<file path="src/rtl/windowed_peak_trough_oscillation_core_macros.svh">
// Assertion macros for the peak/trough oscillation core.
// Included by files that carry concurrent checks; no other dependencies.
`ifndef WINDOWED_PEAK_TROUGH_OSCILLATION_CORE_MACROS_SVH
`define WINDOWED_PEAK_TROUGH_OSCILLATION_CORE_MACROS_SVH
`ifndef SYNTHESIS
`define WPTO_ASSERT(lbl, prop) \
  lbl: assert property (@(posedge clk_i) disable iff (!rst_ni) prop) \
    else $error("wpto assertion failed");
`define WPTO_ASSERT_NEXT(lbl, pre, post) \
  lbl: assert property (@(posedge clk_i) disable iff (!rst_ni) (pre) |=> (post)) \
    else $error("wpto assertion failed");
`else
`define WPTO_ASSERT(lbl, prop)
`define WPTO_ASSERT_NEXT(lbl, pre, post)
`endif
`endif

</file>
<file path="src/rtl/wpto_ram.sv">
// Generic single-write, single-read RAM with registered read data.
// No dependencies.
`timescale 1ns / 1ps
module wpto_ram #(
  parameter int WIDTH = 8,
  parameter int DEPTH = 16
) (
  input  logic                     clk_i,
  input  logic                     we_i,
  input  logic [$clog2(DEPTH)-1:0] waddr_i,
  input  logic [WIDTH-1:0]         wdata_i,
  input  logic [$clog2(DEPTH)-1:0] raddr_i,
  output logic [WIDTH-1:0]         rdata_o
);
  logic [WIDTH-1:0] mem [DEPTH];
  logic [WIDTH-1:0] rdata_q;

  always_ff @(posedge clk_i) begin
    if (we_i) begin
      mem[waddr_i] <= wdata_i;
    end
    rdata_q <= mem[raddr_i];
  end

  assign rdata_o = rdata_q;
endmodule

</file>
<file path="config.mk">
export PLATFORM = sky130hd
export DESIGN_NAME = wpto_ram
export DESIGN_NICKNAME = d
export VERILOG_FILES = /design/src/rtl/windowed_peak_trough_oscillation_core_macros.svh /design/src/rtl/wpto_ram.sv
export SDC_FILE = /design/constraint.sdc
export NUM_CORES = 1
export LEC_CHECK = 0
export ABC_AREA = 1
export BUFFER_PORTS_ARGS = -buffer_cell sky130_fd_sc_hd__buf_2
export CAP_MARGIN = 30
export CORE_MARGIN = 2
export CORE_UTILIZATION = 50
export CTS_BUF_LIST = sky130_fd_sc_hd__clkbuf_4
export DETAILED_ROUTE_END_ITERATION = 8
export PLACE_DENSITY = 0.79
export SLEW_MARGIN = 20
export SYNTH_ARGS = -nofsm -noshare
export SYNTH_HDL_FRONTEND = slang
export SYNTH_SLANG_ARGS = --single-unit
</file>
<file path="constraint.sdc">
create_clock -name clk_i -period 2.9 [get_ports clk_i]
set_clock_uncertainty 0.05 [all_clocks]
set_input_delay 0.29 -clock clk_i [delete_from_list [all_inputs] [get_ports clk_i]]
set_output_delay 0.29 -clock clk_i [all_outputs]
set_load 0.02 [all_outputs]
</file>
==> results of run 1 <==
-- worst register-to-register path: cells and delay by family (launching register included) --
family / cells / cell delay (ns)
and+or+nand+nor: 5 / 0.54
DFF: 1 / 0.39
buffers and inverters: 1 / 0.07
-- routing by layer --
layer / vias up / part of all wire (%) / wire length, um
met2: 194 / 51 / 5950
met1: 1725 / 38 / 4450
met3: 25 / 9.0 / 1070
li1: 1823 / - / -
met4: 0 / 2.7 / 315
met5: - / 0 / 0
-- final cells by class --
class	count	area share [%]
repair buffers	28	2.56
clock inverters	10	2.44
flip-flops and latches	136	64.0
clock buffers	22	2.64
multi-input cells	289	19.4
well taps	143	2.86
inverters	102	6.12
-- logic make-up after synthesis --
group	count (synthesis)	share of synthesized area, %
buf+inv	126	9.52
simple gates	289	21.0
flops	136	69.4
-- per-stage QoR --
| stage | setup slack (ns) | cells | instance area, um2 | power [uW] |
|---|---|---|---|---|
| after detailed placement | 1.16 | 698 | 5940 | 2520 |
| after global placement | 1.18 | 698 | 5940 | 2510 |
| after global routing | 1.48 | 730 | 6260 | 3930 |
| after CTS | 1.49 | 730 | 6260 | 3820 |
| after floorplan | 1.61 | 551 | 5770 | 2420 |
| final | 1.51 | 730 | 6260 | 3810 |
-- power breakdown --
group	total, uW	internal (uW)	switching (uW)
registers	2200	2190	11.1
logic	269	72.0	197
clock network	1340	724	617
total	3810	2990	825
-- path summary, 6_finish.rpt --
path	to	slack, ns	depth (start not counted)
setup / recovery	rdata_o[1]	1.51	1
setup reg to reg	rdata_o[0]	1.77	6
hold reg to reg	rdata_o[3]	0.61	6
hold / removal	rdata_o[7]	0.04	3
-- sequential cells by signal (all words and copies together) (netlist names) --
register  count
mem         128
rdata_o       8
-- cells in the final DEF (no fill, tap or decap) --
cell type / count
buf_12: 1
buf_2: 25
buf_4: 2
bufinv_16: 4
clkbuf_4: 22
clkinv_1: 2
clkinv_2: 2
clkinvlp_4: 2
dfxtp_1: 8
edfxtp_1: 128
inv_1: 100
inv_2: 2
nand2_1: 173
nand3_1: 97
nand3b_1: 2
nor2_1: 17
==> metrics.cfg, run 1 <==
[global_routing]
grt_max_degree=65
gr-usage-met3_pct=5.17
track_usage_pct=20.2
antenna_found_initial=0
met1_usage_pct=25.1
grt.busiest_layer=met2
grt_pass1_wl_um=18900
grt_pass1_vias=3670
grt.met2_usage_pct=34.3
overflow=0

[sta]
max_slew_margin_pct=43.3
max_freq_ghz=0.719
rsz0062_at_grt=false
drv_slew=0
period_share_pct=47.9
setup_viol=0
holdWs_ns=0.0446
hold_viol=0
period_needed_ns=1.39
worst_pin_slew_ns=0.847
setup_tns_ns=0

[clock_network]
clk_latency_ns=0.54
clock-sinks=136
cts_tree=yes
ctsResizeCount=0
cts-hold-fix-buffers=0
cts_made_buffers=17
max-clock-path-buffers=2
cts-htree-levels=4
root_buffer=clkbuf_4
post_cts_buffers=0
clk_pin_slew_worst_paths_ns=0.11

[finish]
num-fill-cells=905
antenna-diode-count=0
multi_input_area_um2=1210
fin_nets=592
syn_to_final_growth_pct=8.51
final_core_util_pct=55.3
layout-drive-gt1-share_pct=10.2
seqCellArea_um2=4000

[setup_path]
worst_path_largest_cell_delay_ns=0.35
end_kind=output pin
cp-start-kind=register
path_buf_inv=1
worstPathRequired_ns=2.56
worst-path-max-fanout=1
crit_family=flip-flops
slowest_stage=dfxtp_1
path_cells=buf_2
crit_start=rdata_o[1]
reg2reg_from=mem[7][0]
worst_ep_arrival_time_ns=1.05
worstSetupPathType=reg -> out

[floorplanning]
start_util_pct=50.9
die_area_um2=12400
fp.dieH_um=111
fp.dieW_um=111
ios=26
rows=39
core_um2=11300

[route]
viasPerCell=5.16
drc=0
finalWirelength_um=11800
drt_iter0_drc=361
wl_per_cell_um=16.1
dr.pass1.iters=6
vias=3767
ant_nets=0

[logic_synthesis]
yosysMostFrequentCell=nand2_1
yosysWarnings=0
seq_area_frac_synth_pct=69.4
synthArstFlopShare_pct=0
yosysTopAreaCellShare_pct=66.7
synth_edf_count=128
syn_area_per_cell_um2=10.5
synthTopCellsByCount=nand2_1, edfxtp_1, inv_1
synth_largest_area_cell=edfxtp_1
synthTopCellsByArea=edfxtp_1, nand2_1, nand3_1, inv_1, dfxtp_1
syn_inst=551
ys_ff_latch=136
synth-main-ff-cell=edfxtp_1
synth_fp_nets=569
syn_area_um2=5770
synth_cell_types=12

[flow_run]
max-cap-violations=0

[placement]
hpwl_um=7410
port_buffers=25
place_congestion=0.877

[pwr]
p_per_area_nw_per_um2=610
p_leak_uw=0.00270
ir_worst_vdd_v=0.000263

[worst_hold_path]
hp-class=in -> reg
hold_start=raddr_i[3]

[status]
status=finished clean

(Power assumes the default switching activity.)
==> inputs of run 2 (changes only) <==
clock period = 1.3 ns   (was 2.9 ns; I/O delays follow)
==> run 2 against run 1 <==
  * Hold slack improved by 0.12 ns
  * Via count increased by 3.4%
  * Sequential cell count unchanged
  * Sequential power increased by 120%
  * Total power increased by 120%
==> metrics.cfg, run 2 (synthesis gave the netlist of run 1 again) <==
[finish]
largest_register_ffs=128  ; unchanged
fin_nets=626  ; +5.7%
multi_input_area_um2=1210  ; unchanged
final_cell_mix=nand2_1, edfxtp_1, inv_1
num-fill-cells=937  ; +3.5%
seqCellArea_um2=4010  ; about the same
top_register=mem
layout-drive-gt1-share_pct=13.8  ; +3.6 points
syn_to_final_growth_pct=13.8
layout_commonest_cell=nand2_1

[setup_path]
path_cells=buf_2
reg2reg_to=rdata_o[2]
cp-start-kind=register
worstPathRequired_ns=1.12  ; -1.44 ns
worstSetupPathType=reg -> out
slowest_stage=dfxtp_2
r2r_slack_ns=0.28  ; -1.49 ns
worst_ep_arrival_time_ns=1.04  ; about the same
r2r_cells=6  ; unchanged
worst-path-max-fanout=1  ; unchanged
reg2reg_from=mem[13][2]
path_buf_inv=1  ; unchanged
end_kind=output pin
crit_family=flip-flops
worst_path_largest_cell_delay_ns=0.37  ; +0.02 ns

[route]
drt_iter0_drc=325  ; -10%
viasPerCell=5.09  ; -1.3%
wl_per_cell_um=15.1  ; -6.6%
finalWirelength_um=11500  ; -2.1%
vias=3895  ; +3.4%
dr.pass1.iters=4  ; -2
ant_nets=0  ; unchanged
drc=0  ; unchanged

[floorplanning]
ios=26  ; unchanged
fp.dieW_um=111  ; unchanged
fp.dieH_um=111  ; unchanged
start_util_pct=50.9  ; unchanged
rows=39  ; unchanged
die_area_um2=12400  ; unchanged
core_um2=11300  ; unchanged

[clock_network]
clock-sinks=136  ; unchanged
clk_latency_ns=0.50  ; -0.04 ns
post_cts_buffers=0  ; unchanged
max-clock-path-buffers=2  ; unchanged
cts_tree=yes
clk_pin_slew_worst_paths_ns=0.12  ; about the same
root_buffer=clkbuf_4
cts_made_buffers=17  ; unchanged
cts-htree-levels=4  ; unchanged

[pwr]
p_per_area_nw_per_um2=1290  ; +110%
power_uw=8450  ; +120%
ir_worst_vdd_v=0.000599  ; +130%
p_leak_uw=0.00287  ; +6.1%

[sta]
timing.final.ws_setup_ns=0.0778  ; -1.43 ns
period_needed_ns=1.22
rsz0062_at_grt=false
max_slew_margin_pct=76.4  ; +33 points
worst_pin_slew_ns=0.354  ; -0.493 ns
period_share_pct=94.0
max_freq_ghz=0.818
hold_viol=0  ; unchanged
setup_viol=0  ; unchanged
setup_tns_ns=0  ; unchanged
drv_slew=0  ; unchanged

[flow_run]
max-cap-violations=0  ; unchanged

[global_routing]
gr-usage-met3_pct=4.57  ; -0.60 points
overflow=0  ; unchanged
grt.busiest_layer=met2
grt_pass1_vias=3951  ; +7.7%
track_usage_pct=19.9  ; -0.36 points
antenna_found_initial=1  ; +1
grt.met2_usage_pct=32.9  ; -1.3 points
grt_max_degree=65  ; unchanged
grt_pass1_wl_um=19100  ; +0.95%
met1_usage_pct=25.7  ; +0.65 points

[worst_hold_path]
hold_start=raddr_i[1]
hp-class=in -> reg
hold_depth=6  ; +3
min_to=rdata_o[4]

[placement]
place_congestion=0.886  ; +1.0%
hpwl_um=7590  ; +2.4%
port_buffers=25  ; unchanged
pre_cts_ws_ns=0.0982  ; -1.07 ns

[status]
status=finished clean

-- run 2: how the worst max path moves through the flow --
stage	slack (ns)	start	end	cells after the start
6_report	0.08	rdata_o[4]	rdata_o[4]	1
2_1_floorplan	0.17	waddr_i[2]	mem[10][0]	2
3_5_place_dp	0.1	raddr_i[0]	rdata_o[2]	7
4_1_cts	0.02	rdata_o[1]	rdata_o[1]	1
3_3_place_gp	0.13	raddr_i[0]	rdata_o[2]	7
5_1_grt	0.02	rdata_o[4]	rdata_o[4]	1
-- run 2: cell type report --
type                       instances  share of cell area (%)
antenna                            1                  0.0381
clock buffer                      17                    1.94
clock inverter                    15                    2.65
inverter                         102                    5.83
multi-input combinational        289                    18.5
sequential                       136                    61.0
tap                              143                    2.73
timing repair buffer              62                    7.28
-- run 2: through the flow --
step                area [um2]  hold slack (ns)  cells  util [%]
floorplan                 5770            0.179    551         -
global placement          6160            0.466    722      54.4
finish                    6560            0.168    765      58.0
detailed placement        6160            0.472    722      54.4
global route              6560            0.156    765      58.0
CTS                       6560            0.136    764      57.9
-- run 2: what timing repair did --
| item | CTS | global route |
|---|---|---|
| endpoints found under the hold margin | 135 | 0 |
| endpoints found under the setup margin | 1 | 0 |
| resized for setup | 1 | 0 |
| hold buffers | 10 | 0 |
-- run 2: power by group --
part	switching, uW	internal (uW)	total [uW]
clock	1550	1340	2880
combinational	422	219	642
sequential	29.6	4890	4920
total	2000	6450	8450
-- run 2: layer usage --
metal	share of wire [%]	up-vias
met4	0.57	0
li1	-	1889
met1	42	1846
met5	0	-
met2	51	151
met3	6.7	9
==> inputs of run 3 (changes only) <==
CORE_UTILIZATION = 52   (was 50)
PLACE_DENSITY = 0.81   (was 0.79)
==> run 3 against run 2 <==
  * Total power is 1.2% lower
  * Hold slack worse by 0.051 ns
  * Register-to-register slack worse by 0.06 ns
  * Global-route usage is 2.9 points higher
  * Largest cell class unchanged
  * Non-clock buffer count is 2 lower
  * Cell area is 0.57% lower
  * Count of clock-buffer cells in the layout is 1 higher
  * Largest power group unchanged
  * Sequential power hardly changed
  * Critical path depth stayed put
  * Sequential cell count stayed put
  * Clock power is 5% lower
  * Routed wire length is 8.4% higher
==> metrics.cfg, run 3 (synthesis gave the netlist of run 1 again) <==
[route]
ant_nets=0  ; unchanged
drt_iter0_drc=318  ; -2.2%
dr.pass1.iters=7  ; +3
vias=3954  ; +1.5%
viasPerCell=5.20  ; +2.2%
wl_per_cell_um=16.4  ; +9.1%
finalWirelength_um=12500  ; +8.4%
drc=0  ; unchanged

[setup_path]
worstPathRequired_ns=1.12  ; about the same
worst-path-max-fanout=1  ; unchanged
reg2reg_from=mem[5][6]
reg2reg_to=rdata_o[6]
r2r_slack_ns=0.22  ; -0.06 ns
path_buf_inv=1  ; unchanged
path_cells=buf_4
worst_ep_arrival_time_ns=1.03  ; about the same
cp-start-kind=register
worstSetupPathType=reg -> out
r2r_cells=6  ; unchanged
crit_family=flip-flops
worst_path_largest_cell_delay_ns=0.36  ; about the same
slowest_stage=dfxtp_1
end_kind=output pin

[finish]
final_cell_mix=nand2_1, edfxtp_1, inv_1
top_register=mem
layout-drive-gt1-share_pct=13.7  ; -0.12 points
fin_nets=624  ; -0.32%
layout_commonest_cell=nand2_1
fin_cells=760  ; -0.65%
syn_to_final_growth_pct=13.1
final_core_util_pct=60.2  ; +2.2 points
largest_register_ffs=128  ; unchanged

[clock_network]
max-clock-path-buffers=2  ; unchanged
root_buffer=clkbuf_4
clock-sinks=136  ; unchanged
cts_made_buffers=17  ; unchanged
clk_latency_ns=0.53  ; +0.03 ns
cts_tree=yes
clk_pin_slew_worst_paths_ns=0.12  ; about the same
cts-htree-levels=4  ; unchanged

[status]
status=finished clean

[global_routing]
antenna_found_initial=0  ; -1
grt_pass1_wl_um=19700  ; +3.0%
grt_pass1_vias=3772  ; -4.5%
grt_max_degree=33  ; -49%
track_usage_pct=22.8  ; +2.9 points
overflow=0  ; unchanged

[worst_hold_path]
min_to=rdata_o[6]
hold_depth=5  ; -1
hp-class=in -> reg
hold_start=raddr_i[2]

[pwr]
pwr-share-seq_pct=59.0  ; +0.7 points
power.switching_uw=2060  ; +3.4%
power_uw=8350  ; -1.2%
p_int_uw=6280  ; -2.6%
p_sw_share_pct=24.7  ; +1.1 points
ir_worst_vdd_v=0.000749  ; +25%
p_comb_share_pct=8.1  ; +0.5 points
p_leak_uw=0.00285  ; -0.53%
clock_power_share_pct=33.0  ; -1.1 points
p_per_area_nw_per_um2=1280  ; -0.60%

[placement]
hpwl_um=7760  ; +2.4%
place_congestion=0.893  ; +0.69%
port_buffers=25  ; unchanged
dpl.cell_count=718  ; -0.55%
pre_cts_ws_ns=0.0433  ; -0.0549 ns

[sta]
timing.final.ws_setup_ns=0.0908  ; +0.0130 ns
rsz0062_at_grt=false
hold_viol=0  ; unchanged
period_needed_ns=1.21  ; -0.0130 ns
max_freq_ghz=0.827  ; +1.1%
worst_pin_slew_ns=0.420  ; +0.0654 ns
setup_viol=0  ; unchanged
max_slew_margin_pct=72.0  ; -4.4 points
period_share_pct=93.0  ; -1.0 points
setup_tns_ns=0  ; unchanged
drv_slew=0  ; unchanged

[floorplanning]
start_util_pct=53.2  ; +2.3 points
rows=38  ; -2.6%
ios=26  ; unchanged
fp.dieW_um=109  ; -1.9%
die_area_um2=11900  ; -3.7%
fp.dieH_um=109  ; -1.9%
core_um2=10800  ; -4.2%

[flow_run]
max-cap-violations=0  ; unchanged

-- run 3: cell type report --
cell class	count	area, um2
tap	140	175
clock buffer	18	135
sequential	136	4000
clock inverter	14	149
fill	869	4320
timing repair buffer	60	463
antenna	1	2.50
inverter	102	383
multi-input combinational	289	1210
-- run 3: worst max path at each step --
stage               slack [ns]  cells after the start       start         end
floorplan                 0.17                      2  waddr_i[2]  mem[10][0]
global placement          0.09                      8  raddr_i[0]  rdata_o[4]
detailed placement        0.04                      8  raddr_i[0]  rdata_o[4]
CTS                       0.03                      1  rdata_o[5]  rdata_o[5]
global route             0.009                      1  rdata_o[4]  rdata_o[4]
finish                    0.09                      1  rdata_o[5]  rdata_o[5]
-- run 3: stage by stage --
stage                     hold WS (ns)  instance area (um2)
after floorplan                  0.179                 5770
after global placement           0.463                 6150
after detailed placement         0.466                 6150
after CTS                       0.0932                 6520
after global routing            0.0905                 6520
final                            0.117                 6530
-- run 3: timing repair --
action	4_1_cts	5_1_grt
resized for setup	0	1
endpoints found under the setup margin	0	1
setup buffers	0	0
hold buffers	9	0
endpoints found under the hold margin	127	0
-- run 3: power by group through the flow --
stage | registers (uW) | clock network, uW | logic (uW)
after global routing | 4930 | 3000 | 739
after detailed placement | 5020 | 0 | 640
after floorplan | 5050 | 0 | 346
after global placement | 5020 | 0 | 618
final | 4920 | 2750 | 673
after CTS | 4920 | 2790 | 666
-- run 3: routing by layer --
metal | global-route usage (%) | vias to the layer above | part of all wire [%]
met5 | 0 | - | 0
met4 | 7.96 | 0 | 2.7
met2 | 37.0 | 219 | 48
met1 | 29.7 | 1820 | 41
li1 | - | 1886 | -
met3 | 6.52 | 29 | 8.8
