### src/rtl/windowed_peak_trough_oscillation_core_macros.svh
// Assertion macros for the peak/trough oscillation core.
// Included by files that carry concurrent checks; no other dependencies.
`ifndef WINDOWED_PEAK_TROUGH_OSCILLATION_CORE_MACROS_SVH
`define WINDOWED_PEAK_TROUGH_OSCILLATION_CORE_MACROS_SVH
`ifndef SYNTHESIS
`define WPTO_ASSERT(lbl, prop) \
  lbl: assert property (@(posedge clk_i) disable iff (!rst_ni) prop) \
    else $error("wpto assertion failed");
`define WPTO_ASSERT_NEXT(lbl, pre, post) \
  lbl: assert property (@(posedge clk_i) disable iff (!rst_ni) (pre) |=> (post)) \
    else $error("wpto assertion failed");
`else
`define WPTO_ASSERT(lbl, prop)
`define WPTO_ASSERT_NEXT(lbl, pre, post)
`endif
`endif

### src/rtl/wpto_pkg.sv
// Shared constants for the peak/trough oscillation core.
// No dependencies.
`timescale 1ns / 1ps
package wpto_pkg;
  localparam int WINDOW    = 32;
  localparam int HALF      = WINDOW / 2;
  localparam int DEPTH     = WINDOW + 1;
  localparam int CELLS     = 16;
  localparam int CELL_W    = 4;
  localparam int SAMPLE_W  = 24;
  localparam int FILL_W    = $clog2(DEPTH + 1);
  localparam int RAM_DEPTH = CELLS * DEPTH;
  localparam int ADDR_W    = $clog2(RAM_DEPTH);
  localparam int TIME_W    = 48;
  localparam int TICK_W    = 32;
  localparam int TI_W      = 16;
  localparam int SUM_W     = 56;
  localparam int CNT_W     = 32;
  localparam int ISUM_W    = 64;
  localparam int DVD_W     = 64;
endpackage

### src/rtl/wpto_div.sv
// Restoring divider, one quotient bit per cycle.
// Depends on wpto_pkg.
`timescale 1ns / 1ps
module wpto_div (
  input  logic                       clk_i,
  input  logic                       rst_ni,
  input  logic                       start_i,
  input  logic [wpto_pkg::DVD_W-1:0] dividend_i,
  input  logic [wpto_pkg::CNT_W-1:0] divisor_i,
  output logic                       done_o,
  output logic [wpto_pkg::DVD_W-1:0] quot_o
);
  import wpto_pkg::*;

  localparam int ITER_W = $clog2(DVD_W + 1);

  logic [DVD_W-1:0]  dvd_q, dvd_d;
  logic [CNT_W-1:0]  rem_q, rem_d, dsr_q, dsr_d;
  logic [ITER_W-1:0] cnt_q, cnt_d;
  logic              done_q, done_d;
  logic [CNT_W:0]    rem_sh;
  logic              fits;

  always_comb begin
    dvd_d  = dvd_q;
    rem_d  = rem_q;
    dsr_d  = dsr_q;
    cnt_d  = cnt_q;
    done_d = 1'b0;
    rem_sh = {rem_q, dvd_q[DVD_W-1]};
    fits   = rem_sh >= {1'b0, dsr_q};
    if (start_i) begin
      dvd_d = dividend_i;
      rem_d = '0;
      dsr_d = divisor_i;
      cnt_d = ITER_W'(DVD_W);
    end else if (cnt_q != '0) begin
      rem_d = fits ? CNT_W'(rem_sh - {1'b0, dsr_q}) : rem_sh[CNT_W-1:0];
      dvd_d = {dvd_q[DVD_W-2:0], fits};
      cnt_d = cnt_q - ITER_W'(1);
      done_d = (cnt_q == ITER_W'(1));
    end
  end

  always_ff @(posedge clk_i or negedge rst_ni) begin
    if (!rst_ni) begin
      cnt_q  <= '0;
      done_q <= 1'b0;
    end else begin
      cnt_q  <= cnt_d;
      done_q <= done_d;
    end
  end

  always_ff @(posedge clk_i) begin
    dvd_q <= dvd_d;
    rem_q <= rem_d;
    dsr_q <= dsr_d;
  end

  assign done_o = done_q;
  assign quot_o = dvd_q;
endmodule

### config.mk
export PLATFORM = sky130hd
export DESIGN_NAME = wpto_div
export DESIGN_NICKNAME = d
export VERILOG_FILES = /design/src/rtl/windowed_peak_trough_oscillation_core_macros.svh /design/src/rtl/wpto_pkg.sv /design/src/rtl/wpto_div.sv
export SDC_FILE = /design/constraint.sdc
export NUM_CORES = 1
export LEC_CHECK = 0
export BUFFER_PORTS_ARGS = -buffer_cell sky130_fd_sc_hd__buf_2
export CAP_MARGIN = 10
export CORE_ASPECT_RATIO = 1.2
export CORE_MARGIN = 2
export CORE_UTILIZATION = 50
export DETAILED_ROUTE_END_ITERATION = 8
export PLACE_DENSITY_LB_ADDON = 0.2
export SYNTH_ARGS = -nofsm -noshare
export SYNTH_HDL_FRONTEND = slang
export SYNTH_SLANG_ARGS = --single-unit
export TNS_END_PERCENT = 20
### constraint.sdc
create_clock -name clk_i -period 10.1 [get_ports clk_i]
set_clock_uncertainty 0.15 [all_clocks]
set_input_delay 2.02 -clock clk_i [delete_from_list [all_inputs] [get_ports clk_i]]
set_output_delay 2.02 -clock clk_i [all_outputs]
set_load 0.05 [all_outputs]
==> reports/metrics.yaml, run 1 <==
drc: 0
drt-total-wl_microns: 17600
grt_antenna_before_repair: 0
r2r_slack_ns: 6.59
nets: 956
rr_startpoint: "dsr_q[8]"
hpwlAfterDp_microns: 12500
multi_input_area_sq_um: 3300
fillers: 1147
synthFlopType: "edfxtp_1"
reg2reg_to: "rem_q[1]"
endpoint_kind: "flip-flop"
grt_pass1_wl_microns: 28800
fin_crit_sh_pct: 39.9
vdd_drop_max_mv: 0.148
post-place-ws_ns: 5.63
wl_per_cell_microns: 17.4
seq_area_frac_synth_pct: 50.7
io_buffer_count: 163
postCtsHoldBufs: 0
dr.pass1.iters: 5
status: "finished clean"
core_area_sq_um: 14400
postCtsSetupBuffers: 0
clk_latency_ns: 0.42
cts_htree_levels: 4
worst-setup-path-type: "in2reg"
die_y_microns: 137
whs_endpoint: "rem_q[10]"
min_from: "rem_q[9]"
cts-root-buf: "clkbuf_16"
hp-class: "reg2reg"
clk_path_buf_depth: 2
diodes: 0
layout_setup_ws_ns: 6.07
grt_max_degree: 68
final_cell_mix: "buf_2 (162), edfxtp_1 (96), mux2_2 (64)"
drt_iter0_drc: 291
ys_types: 55
via_count: 5712
crit_path_start_kind: "input pin"
die_w_microns: 115
die_area_sq_um: 15700
worstHoldPathCells: 2
arrival_ns: 3.94
synth.yosys.warnings: 0
grt_usage_pct: 23.5
slew_viol_final: 0
leakage_nw: 3.87
cts_tree: "built"
power_density_nw_per_um2: 285
std_cell_rows: 48
path_max_fanout: 67
detail-route-antenna-nets: 0
clock_sinks: 136
gp_congestion: 0.868
placedCellCount: 977
final_layout_size_suffix_gt1_share_pct: 32.5
viasPerCell: 5.66
cp.required_ns: 10.00
cts_buffers: 17
grt_pass1_vias: 5897
reg2reg_depth: 11
cts-resized-gates: 0
synthToLayoutAreaGrowth_pct: 20.9
async_flop_share_pct: 5.88
stdcell_count: 1009
setup_viol: 0
layout_commonest_cell: "buf_2"
overflow: 0
synth_edf_count: 96
relSlewSlack_pct: 44.0
regArea_sq_um: 3720
synth.net_count: 805
pin_count: 164
period_needed_ns: 4.03
worstMarginPinSlew_ns: 0.841
clk_pin_slew_worst_paths_ns: 0.06
total_power_mw: 2.53
fin_tns_setup_ns: 0
max_clock_freq_mhz: 248
max_cap_viol_count: 0
start_util_pct: 51.2
syn_area_sq_um: 7340
synthCells: 671
synth.avg_cell_area_sq_um: 10.9
ys_seq_elements: 136
hold_viol: 0
grt_setup_unrepaired: "false"
cell families (layout without fill, tap and decap cells):
family,after synthesis,count (layout),share of synthesized area [%]
AOI/OAI and AO/OA,136,136,12.5
xor gates and xnor gates,30,30,3.58
adders and majority gates,35,35,6.07
buffers and inverters,76,239,4.40
DFF,136,136,50.7
muxes,71,71,10.8
and+or+nand+nor,187,187,12.0
final cells by class:
| cell class | count | area share (%) |
|---|---|---|
| sequential | 136 | 41.9 |
| multi-input combinational | 459 | 37.2 |
| timing repair buffer | 168 | 9.73 |
| clock buffer | 18 | 4.83 |
| tap | 175 | 2.47 |
| clock inverter | 13 | 2.18 |
| inverter | 40 | 1.69 |
stage by stage:
step	area, sq um	hold slack, ns	util, %
after floorplan	7340	0.296	-
after global placement	8240	0.308	57.4
after detailed placement	8240	0.338	57.4
after CTS	8860	0.346	61.7
after global routing	8880	0.377	61.8
final	8880	0.347	61.8
worst max path at each step:
stage,from,to,slack (ns),cells past startpoint
2_1_floorplan,start_i,quot_o[0],5.51,4
3_3_place_gp,start_i,quot_o[38],5.69,4
3_5_place_dp,start_i,quot_o[37],5.63,4
4_1_cts,start_i,quot_o[56],6.09,4
5_1_grt,start_i,quot_o[56],5.88,4
6_report,start_i,quot_o[50],6.07,4
state kept, by name, summed over array words and instances, names as in the netlist:
name,count
cnt_q,7
done_o,1
dsr_q,32
quot_o,64
rem_q,32
cells in the mapped netlist, types with 2 or more instances:
master | n | area [sq um]
a211oi_1 | 10 | 75.1
o2111ai_1 | 2 | 17.5
buf_6 | 4 | 45.0
o21bai_1 | 7 | 52.6
or3_1 | 3 | 18.8
dfxtp_1 | 32 | 641
nand2b_1 | 8 | 50.1
ha_1 | 34 | 425
dfrtp_1 | 8 | 200
o22ai_1 | 5 | 31.3
o21ai_1 | 4 | 20.0
buf_2 | 3 | 15.0
nor3_1 | 11 | 55.1
o221ai_1 | 2 | 17.5
a21oi_1 | 33 | 165
nor4_1 | 2 | 12.5
xnor2_1 | 14 | 123
and3_1 | 12 | 75.1
nand3_1 | 10 | 50.1
mux2_2 | 64 | 721
clkbuf_1 | 27 | 101
a31oi_1 | 8 | 50.1
nand3_2 | 2 | 20.0
nor2b_1 | 6 | 37.5
a311oi_1 | 16 | 140
a22oi_1 | 2 | 15.0
o21ai_0 | 19 | 95.1
nor2_1 | 51 | 191
a21o_1 | 8 | 60.1
mux2i_1 | 7 | 70.1
o211ai_1 | 5 | 37.5
edfxtp_1 | 96 | 2880
xor2_1 | 16 | 140
o21a_1 | 3 | 22.5
nand4_1 | 10 | 62.6
nand2_1 | 63 | 236
inv_1 | 40 | 150
nand4b_1 | 3 | 26.3
or2_2 | 3 | 18.8
a41oi_1 | 3 | 26.3
routing by layer:
| metal | global-route usage (%) | vias to the layer above | part of all wire, % | routed length [microns] |
|---|---|---|---|---|
| li1 | - | 2783 | - | - |
| met1 | 27.9 | 2705 | 41 | 7220 |
| met2 | 39.5 | 198 | 49 | 8630 |
| met3 | 7.48 | 26 | 7.9 | 1380 |
| met4 | 9.28 | 0 | 1.9 | 329 |
| met5 | 0 | - | 0 | 0 |
critical path, stage by stage:
cell and delay, ns:
buf_4 0.61, inv_1 0.46, nand2_2 0.14, buf_4 0.63
where the power goes:
group	internal, mW	switching, mW	total [mW]
registers	0.741	0.0845	0.825
clock network	0.416	0.245	0.661
logic	0.359	0.682	1.04
No activity file was read; power rests on OpenSTA's default activity.
==> run 2: changes to the inputs <==
- clock period: 10.1 -> 3.9 ns (I/O delays scaled with it)
==> run 2 against run 1 <==
Net effect: first-iteration DRC count grew 0.69%; worst hold slack lost 0.31 ns; clock-buffer cell count is the same; die area is the same; clock power grew 140%; final cell count grew 0.69%; via count grew 1.8%; utilization is essentially flat; routed wire length grew 2.1%; register-to-register slack lost 5.9 ns; critical endpoint is now quot_o[0]; largest cell class unchanged; highest routed layer unchanged.
==> reports/metrics.yaml, run 2 (synthesis gave the netlist of run 1 again) <==
io_buffer_count: 163
worstMarginPinSlew_ns: 0.816
overflow: 0
cp-startpoint: "dsr_q[8]"
core_area_sq_um: 14400
vdd_drop_max_mv: 0.404
cts_buffers: 17
regArea_sq_um: 3720
hp-class: "in2async"
cp.required_ns: 3.93
postCtsSetupBuffers: 0
cts-resized-gates: 0
drt-total-wl_microns: 17900
clock_sinks: 136
crit_chain: "inv_1 > ha_1 > a21oi_1 > o221ai_1 > a31oi_1 > a21oi_4 > o211ai_2 > nand3_2 > mux2_2"
layout_commonest_cell: "buf_2"
hold_viol: 0
max_cap_viol_count: 0
path_max_fanout: 23
drt_iter0_drc: 293
rr_startpoint: "dsr_q[8]"
wl_per_cell_microns: 17.6
period_needed_ns: 3.19
nets: 961
r2r_slack_ns: 0.71
dr.pass1.iters: 4
die_w_microns: 115
finalCoreUtilization_pct: 61.8
power_density_nw_per_um2: 724
holdWs_ns: 0.0360
via_count: 5816
cpMaxStageDelayCell: "nand3_2"
slew_viol_final: 0
multi_input_area_sq_um: 3300
endpoint_kind: "flip-flop"
final_cell_mix: "buf_2 (162), edfxtp_1 (96), mux2_2 (64)"
final_layout_size_suffix_gt1_share_pct: 33.0
max_clock_freq_mhz: 314
crit_path_start_kind: "flip-flop"
detail-route-antenna-nets: 0
cts-root-buf: "clkbuf_16"
crit_end: "quot_o[0]"
reg2reg_depth: 9
grt_setup_unrepaired: "false"
status: "finished clean"
synthToLayoutAreaGrowth_pct: 20.9
place_area_sq_um: 8300
grt_pass1_vias: 6020
std_cell_rows: 48
leakage_nw: 3.87
arrival_ns: 3.22
clk_latency_ns: 0.43
start_util_pct: 51.2
grt_antenna_before_repair: 1
fin_tns_setup_ns: 0
clk_pin_slew_worst_paths_ns: 0.06
cts_tree: "built"
relSlewSlack_pct: 45.6
grt_usage_pct: 24.1
die_area_sq_um: 15700
fillers: 1192
worst-setup-path-type: "reg2reg"
grt_pass1_wl_microns: 29400
cts_htree_levels: 4
die_y_microns: 137
gp_congestion: 0.935
reg2reg_to: "quot_o[0]"
fin_crit_sh_pct: 81.8
critPathMaxStageDelay_ns: 0.50
hpwlAfterDp_microns: 12600
setup_viol: 0
clk_path_buf_depth: 2
pin_count: 164
largest_reg_flops: 64
layout_setup_ws_ns: 0.710
viasPerCell: 5.72
post-place-ws_ns: 0.675
grt_max_degree: 132
postCtsHoldBufs: 0
drc: 0
fin_area_sq_um: 8880
## run 2: worst min-delay path by stage
stage               startpoint        to  slack (ns)  cells past startpoint
CTS                     rst_ni  cnt_q[2]        0.03                      1
floorplan             cnt_q[6]  cnt_q[6]        0.30                      2
finish                  rst_ni  cnt_q[2]        0.04                      1
global placement      cnt_q[6]  cnt_q[6]        0.31                      2
detailed placement    cnt_q[6]  cnt_q[6]        0.32                      2
global route            rst_ni  cnt_q[2]        0.03                      1
## run 2: through the flow
step,power (mW),std cells
3_5_place_dp,4.82,983
6_report,6.42,1016
2_1_floorplan,4.23,671
3_3_place_gp,4.78,983
4_1_cts,6.44,1015
5_1_grt,6.80,1016
## run 2: critical path, delay by kind of cell, from the launching register on
| family | cells | cell delay (ns) |
|---|---|---|
| compound gates | 5 | 1.10 |
| flops | 1 | 0.32 |
| buf+inv | 1 | 0.04 |
| fa+ha+maj | 1 | 0.35 |
| mux | 1 | 0.48 |
| simple gates | 1 | 0.50 |
## run 2: power breakdown
part           internal (mW)  total [mW]  switching (mW)
Sequential              1.92        2.13           0.214
Combinational          0.936        2.69            1.75
Clock                  0.945        1.61           0.660
Total                   3.80        6.42            2.63
## run 2: area by class of cell
type	instances	area share, %
antenna	1	0.0282
clock buffer	18	4.84
clock inverter	14	1.66
inverter	40	1.69
multi-input combinational	459	37.2
sequential	136	42.0
tap	175	2.47
timing repair buffer	173	10.2
## run 2: metal layers
layer  global-route usage [%]  part of all wire (%)  up-vias
met5                        0                     0        -
met4                     10.2                   2.3        0
met3                     8.02                   7.5       34
met2                     39.9                    49      212
met1                     28.7                    41     2766
li1                         -                     -     2804
==> run 3: changes to the inputs <==
- ABC_AREA: unset -> 1
- clock period: 3.9 -> 2.6 ns (I/O delays scaled with it)
==> run 3 against run 2 <==
Net effect: total power up 51%; register-to-register slack lost 0.49 ns; maximum frequency is 34% higher; sequential power rose by 43%; sequential cell count did not move; global-route usage increased by 0.094 points; clock-buffer cell count is the same; synthesized area grew 14%; non-clock buffer count rose by 7; critical path depth grew 6; worst hold slack better by 0.085 ns; via count increased by 28%; largest power group unchanged.
==> reports/metrics.yaml, run 3 <==
status: "finished clean"
cp-startpoint: "dsr_q[12]"
grt_max_degree: 55
post-place-ws_ns: 0.248
via_count: 7421
yosys.area_share.xor_xnor_pct: 1.57
grt_setup_unrepaired: "false"
hold_viol: 0
p_comb_share_pct: 43.5
detail-route-antenna-nets: 0
cts-root-buf: "clkbuf_16"
grt_pass1_vias: 7266
arrival_ns: 2.54
power_density_nw_per_um2: 971
leakage_nw: 5.49
std_cell_rows: 51
reg2reg_depth: 15
power_switching_mw: 4.10
synth_edf_count: 96
slew_viol_final: 0
viasPerCell: 4.84
gp_congestion: 0.952
seq_area_frac_synth_pct: 44.5
clk_path_buf_depth: 2
yosysTopAreaCell: "edfxtp_1"
ys_top_cells_by_count: "nand2_1 (505), inv_1 (181), edfxtp_1 (96), nand3_1 (76), nor2_1 (51)"
worst-setup-path-type: "reg2reg"
worstHoldPathCells: 1
cts_tree: "built"
ys_seq_elements: 136
min_from: "divisor_i[22]"
die_w_microns: 122
clk_pin_slew_worst_paths_ns: 0.06
hp-class: "in2reg"
synthMostInstantiatedCell: "nand2_1"
synth_top_family_by_area: "simple AND/OR/NAND/NOR gates"
fillers: 1605
layout_setup_ws_ns: 0.219
pin_count: 164
cts_buffers: 17
hpwlAfterDp_microns: 15600
synth_top_area_share_pct: 34.5
clock_sinks: 136
wl_per_cell_microns: 13.5
synthToLayoutAreaGrowth_pct: 19.7
core_area_sq_um: 16300
synth.net_count: 1274
max_clock_freq_mhz: 420
worstMarginPinSlew_ns: 0.615
ys_types: 39
crit_path_start_kind: "flip-flop"
final_layout_size_suffix_gt1_share_pct: 19.2
grt_antenna_before_repair: 0
vdd_drop_max_mv: 0.653
synthFlopType: "edfxtp_1"
setup_viol: 0
synth.yosys.warnings: 0
switching_share_pct: 42.2
start_util_pct: 51.2
cp.required_ns: 2.76
dr.pass1.iters: 5
nets: 1443
relSlewSlack_pct: 59.0
diodes: 0
final_cell_mix: "nand2_1 (505), inv_1 (180), buf_2 (162)"
die_y_microns: 146
synthSimpleGateAreaFrac_pct: 35.3
overflow: 0
cts_htree_levels: 4
clk_latency_ns: 0.42
layout_commonest_cell: "nand2_1"
largest_reg_flops: 64
total_power_mw: 9.73
placedCellCount: 1501
place_area_sq_um: 9410
drc: 0
holdWs_ns: 0.121
synth-compound-area-share_pct: 2.66
io_buffer_count: 163
path_max_fanout: 19
stdcell_count: 1534
p_seq_share_pct: 31.4
fin_crit_sh_pct: 91.6
drt_iter0_drc: 389
intPower_mw: 5.63
period_needed_ns: 2.38
async_flop_share_pct: 5.88
synthCells: 1140
synthAdderAreaFrac_pct: 5.32
postCtsSetupBuffers: 0
drt-total-wl_microns: 20700
fin_area_sq_um: 10000
finalCoreUtilization_pct: 61.3
clock_power_share_pct: 25.2
syn_area_sq_um: 8370
synth.avg_cell_area_sq_um: 7.34
synth_mux_area_share_pct: 0
grt_pass1_wl_microns: 34300
die_area_sq_um: 17800
max_cap_viol_count: 0
rr_startpoint: "dsr_q[12]"
grt_usage_pct: 24.2
endpoint_kind: "flip-flop"
fin_tns_setup_ns: 0
yosys-top-cells-area: "edfxtp_1 (34%), nand2_1 (23%), inv_1 (8.1%), dfxtp_1 (7.7%), ha_1 (5.1%)"
[run 3: repair_timing]
action                     4_1_cts  5_1_grt
hold buffers                     1        0
setup endpoints to repair        0        0
hold endpoints to repair         8        0
resized for setup                0        0
[run 3: final cells by class]
| cell class | count | area (sq um) | area share [%] |
|---|---|---|---|
| Multi-Input combinational cell | 785 | 3750 | 37.5 |
| Sequential cell | 136 | 3720 | 37.2 |
| Timing Repair Buffer | 180 | 973 | 9.72 |
| Inverter | 189 | 709 | 7.08 |
| Clock buffer | 18 | 429 | 4.28 |
| Tap cell | 212 | 265 | 2.65 |
| Clock inverter | 14 | 163 | 1.62 |
[run 3: worst max-delay path, cell delays in order (launching register included)]
cell and delay, ns:
edfxtp_1 0.36, inv_1 0.07, ha_1 0.29, nand2_1 0.16, inv_1 0.06, nand2_1 0.06
nand3_1 0.12, nand2_1 0.09, nand2_1 0.08, inv_1 0.09, nand2_2 0.10, nand2_4 0.11
buf_4 0.26, nand3_1 0.11, nand3_1 0.10, o21ai_1 0.06
[run 3: final timing paths]
| path | end | slack (ns) |
|---|---|---|
| setup / recovery | rem_q[6] | 0.22 |
| hold / removal | dsr_q[22] | 0.12 |
| setup reg to reg | rem_q[6] | 0.22 |
| hold reg to reg | rem_q[19] | 0.32 |
| max in group asynchronous | cnt_q[0] | 1.79 |
| min in group asynchronous | done_o | 0.34 |
[run 3: per-layer routing]
metal	GRT usage (%)	share of wire [%]	routed length, microns
met4	9.37	3.0	619
met5	0	0	0
met2	41.2	49	10000
met3	5.56	5.6	1150
met1	29.5	43	8870
[run 3: power by group through the flow]
stage / Sequential [mW] / Clock, mW / Combinational (mW)
after floorplan: 3.66 / 0 / 2.73
after global routing: 3.10 / 2.59 / 4.73
final: 3.05 / 2.45 / 4.23
after CTS: 3.05 / 2.50 / 4.25
after global placement: 3.08 / 0 / 4.18
after detailed placement: 3.08 / 0 / 4.23
[run 3: cells by family after synthesis]
family	Yosys count
xor+xnor	15
flops	136
compound gates	41
simple gates	694
fa+ha+maj	35
buf+inv	219
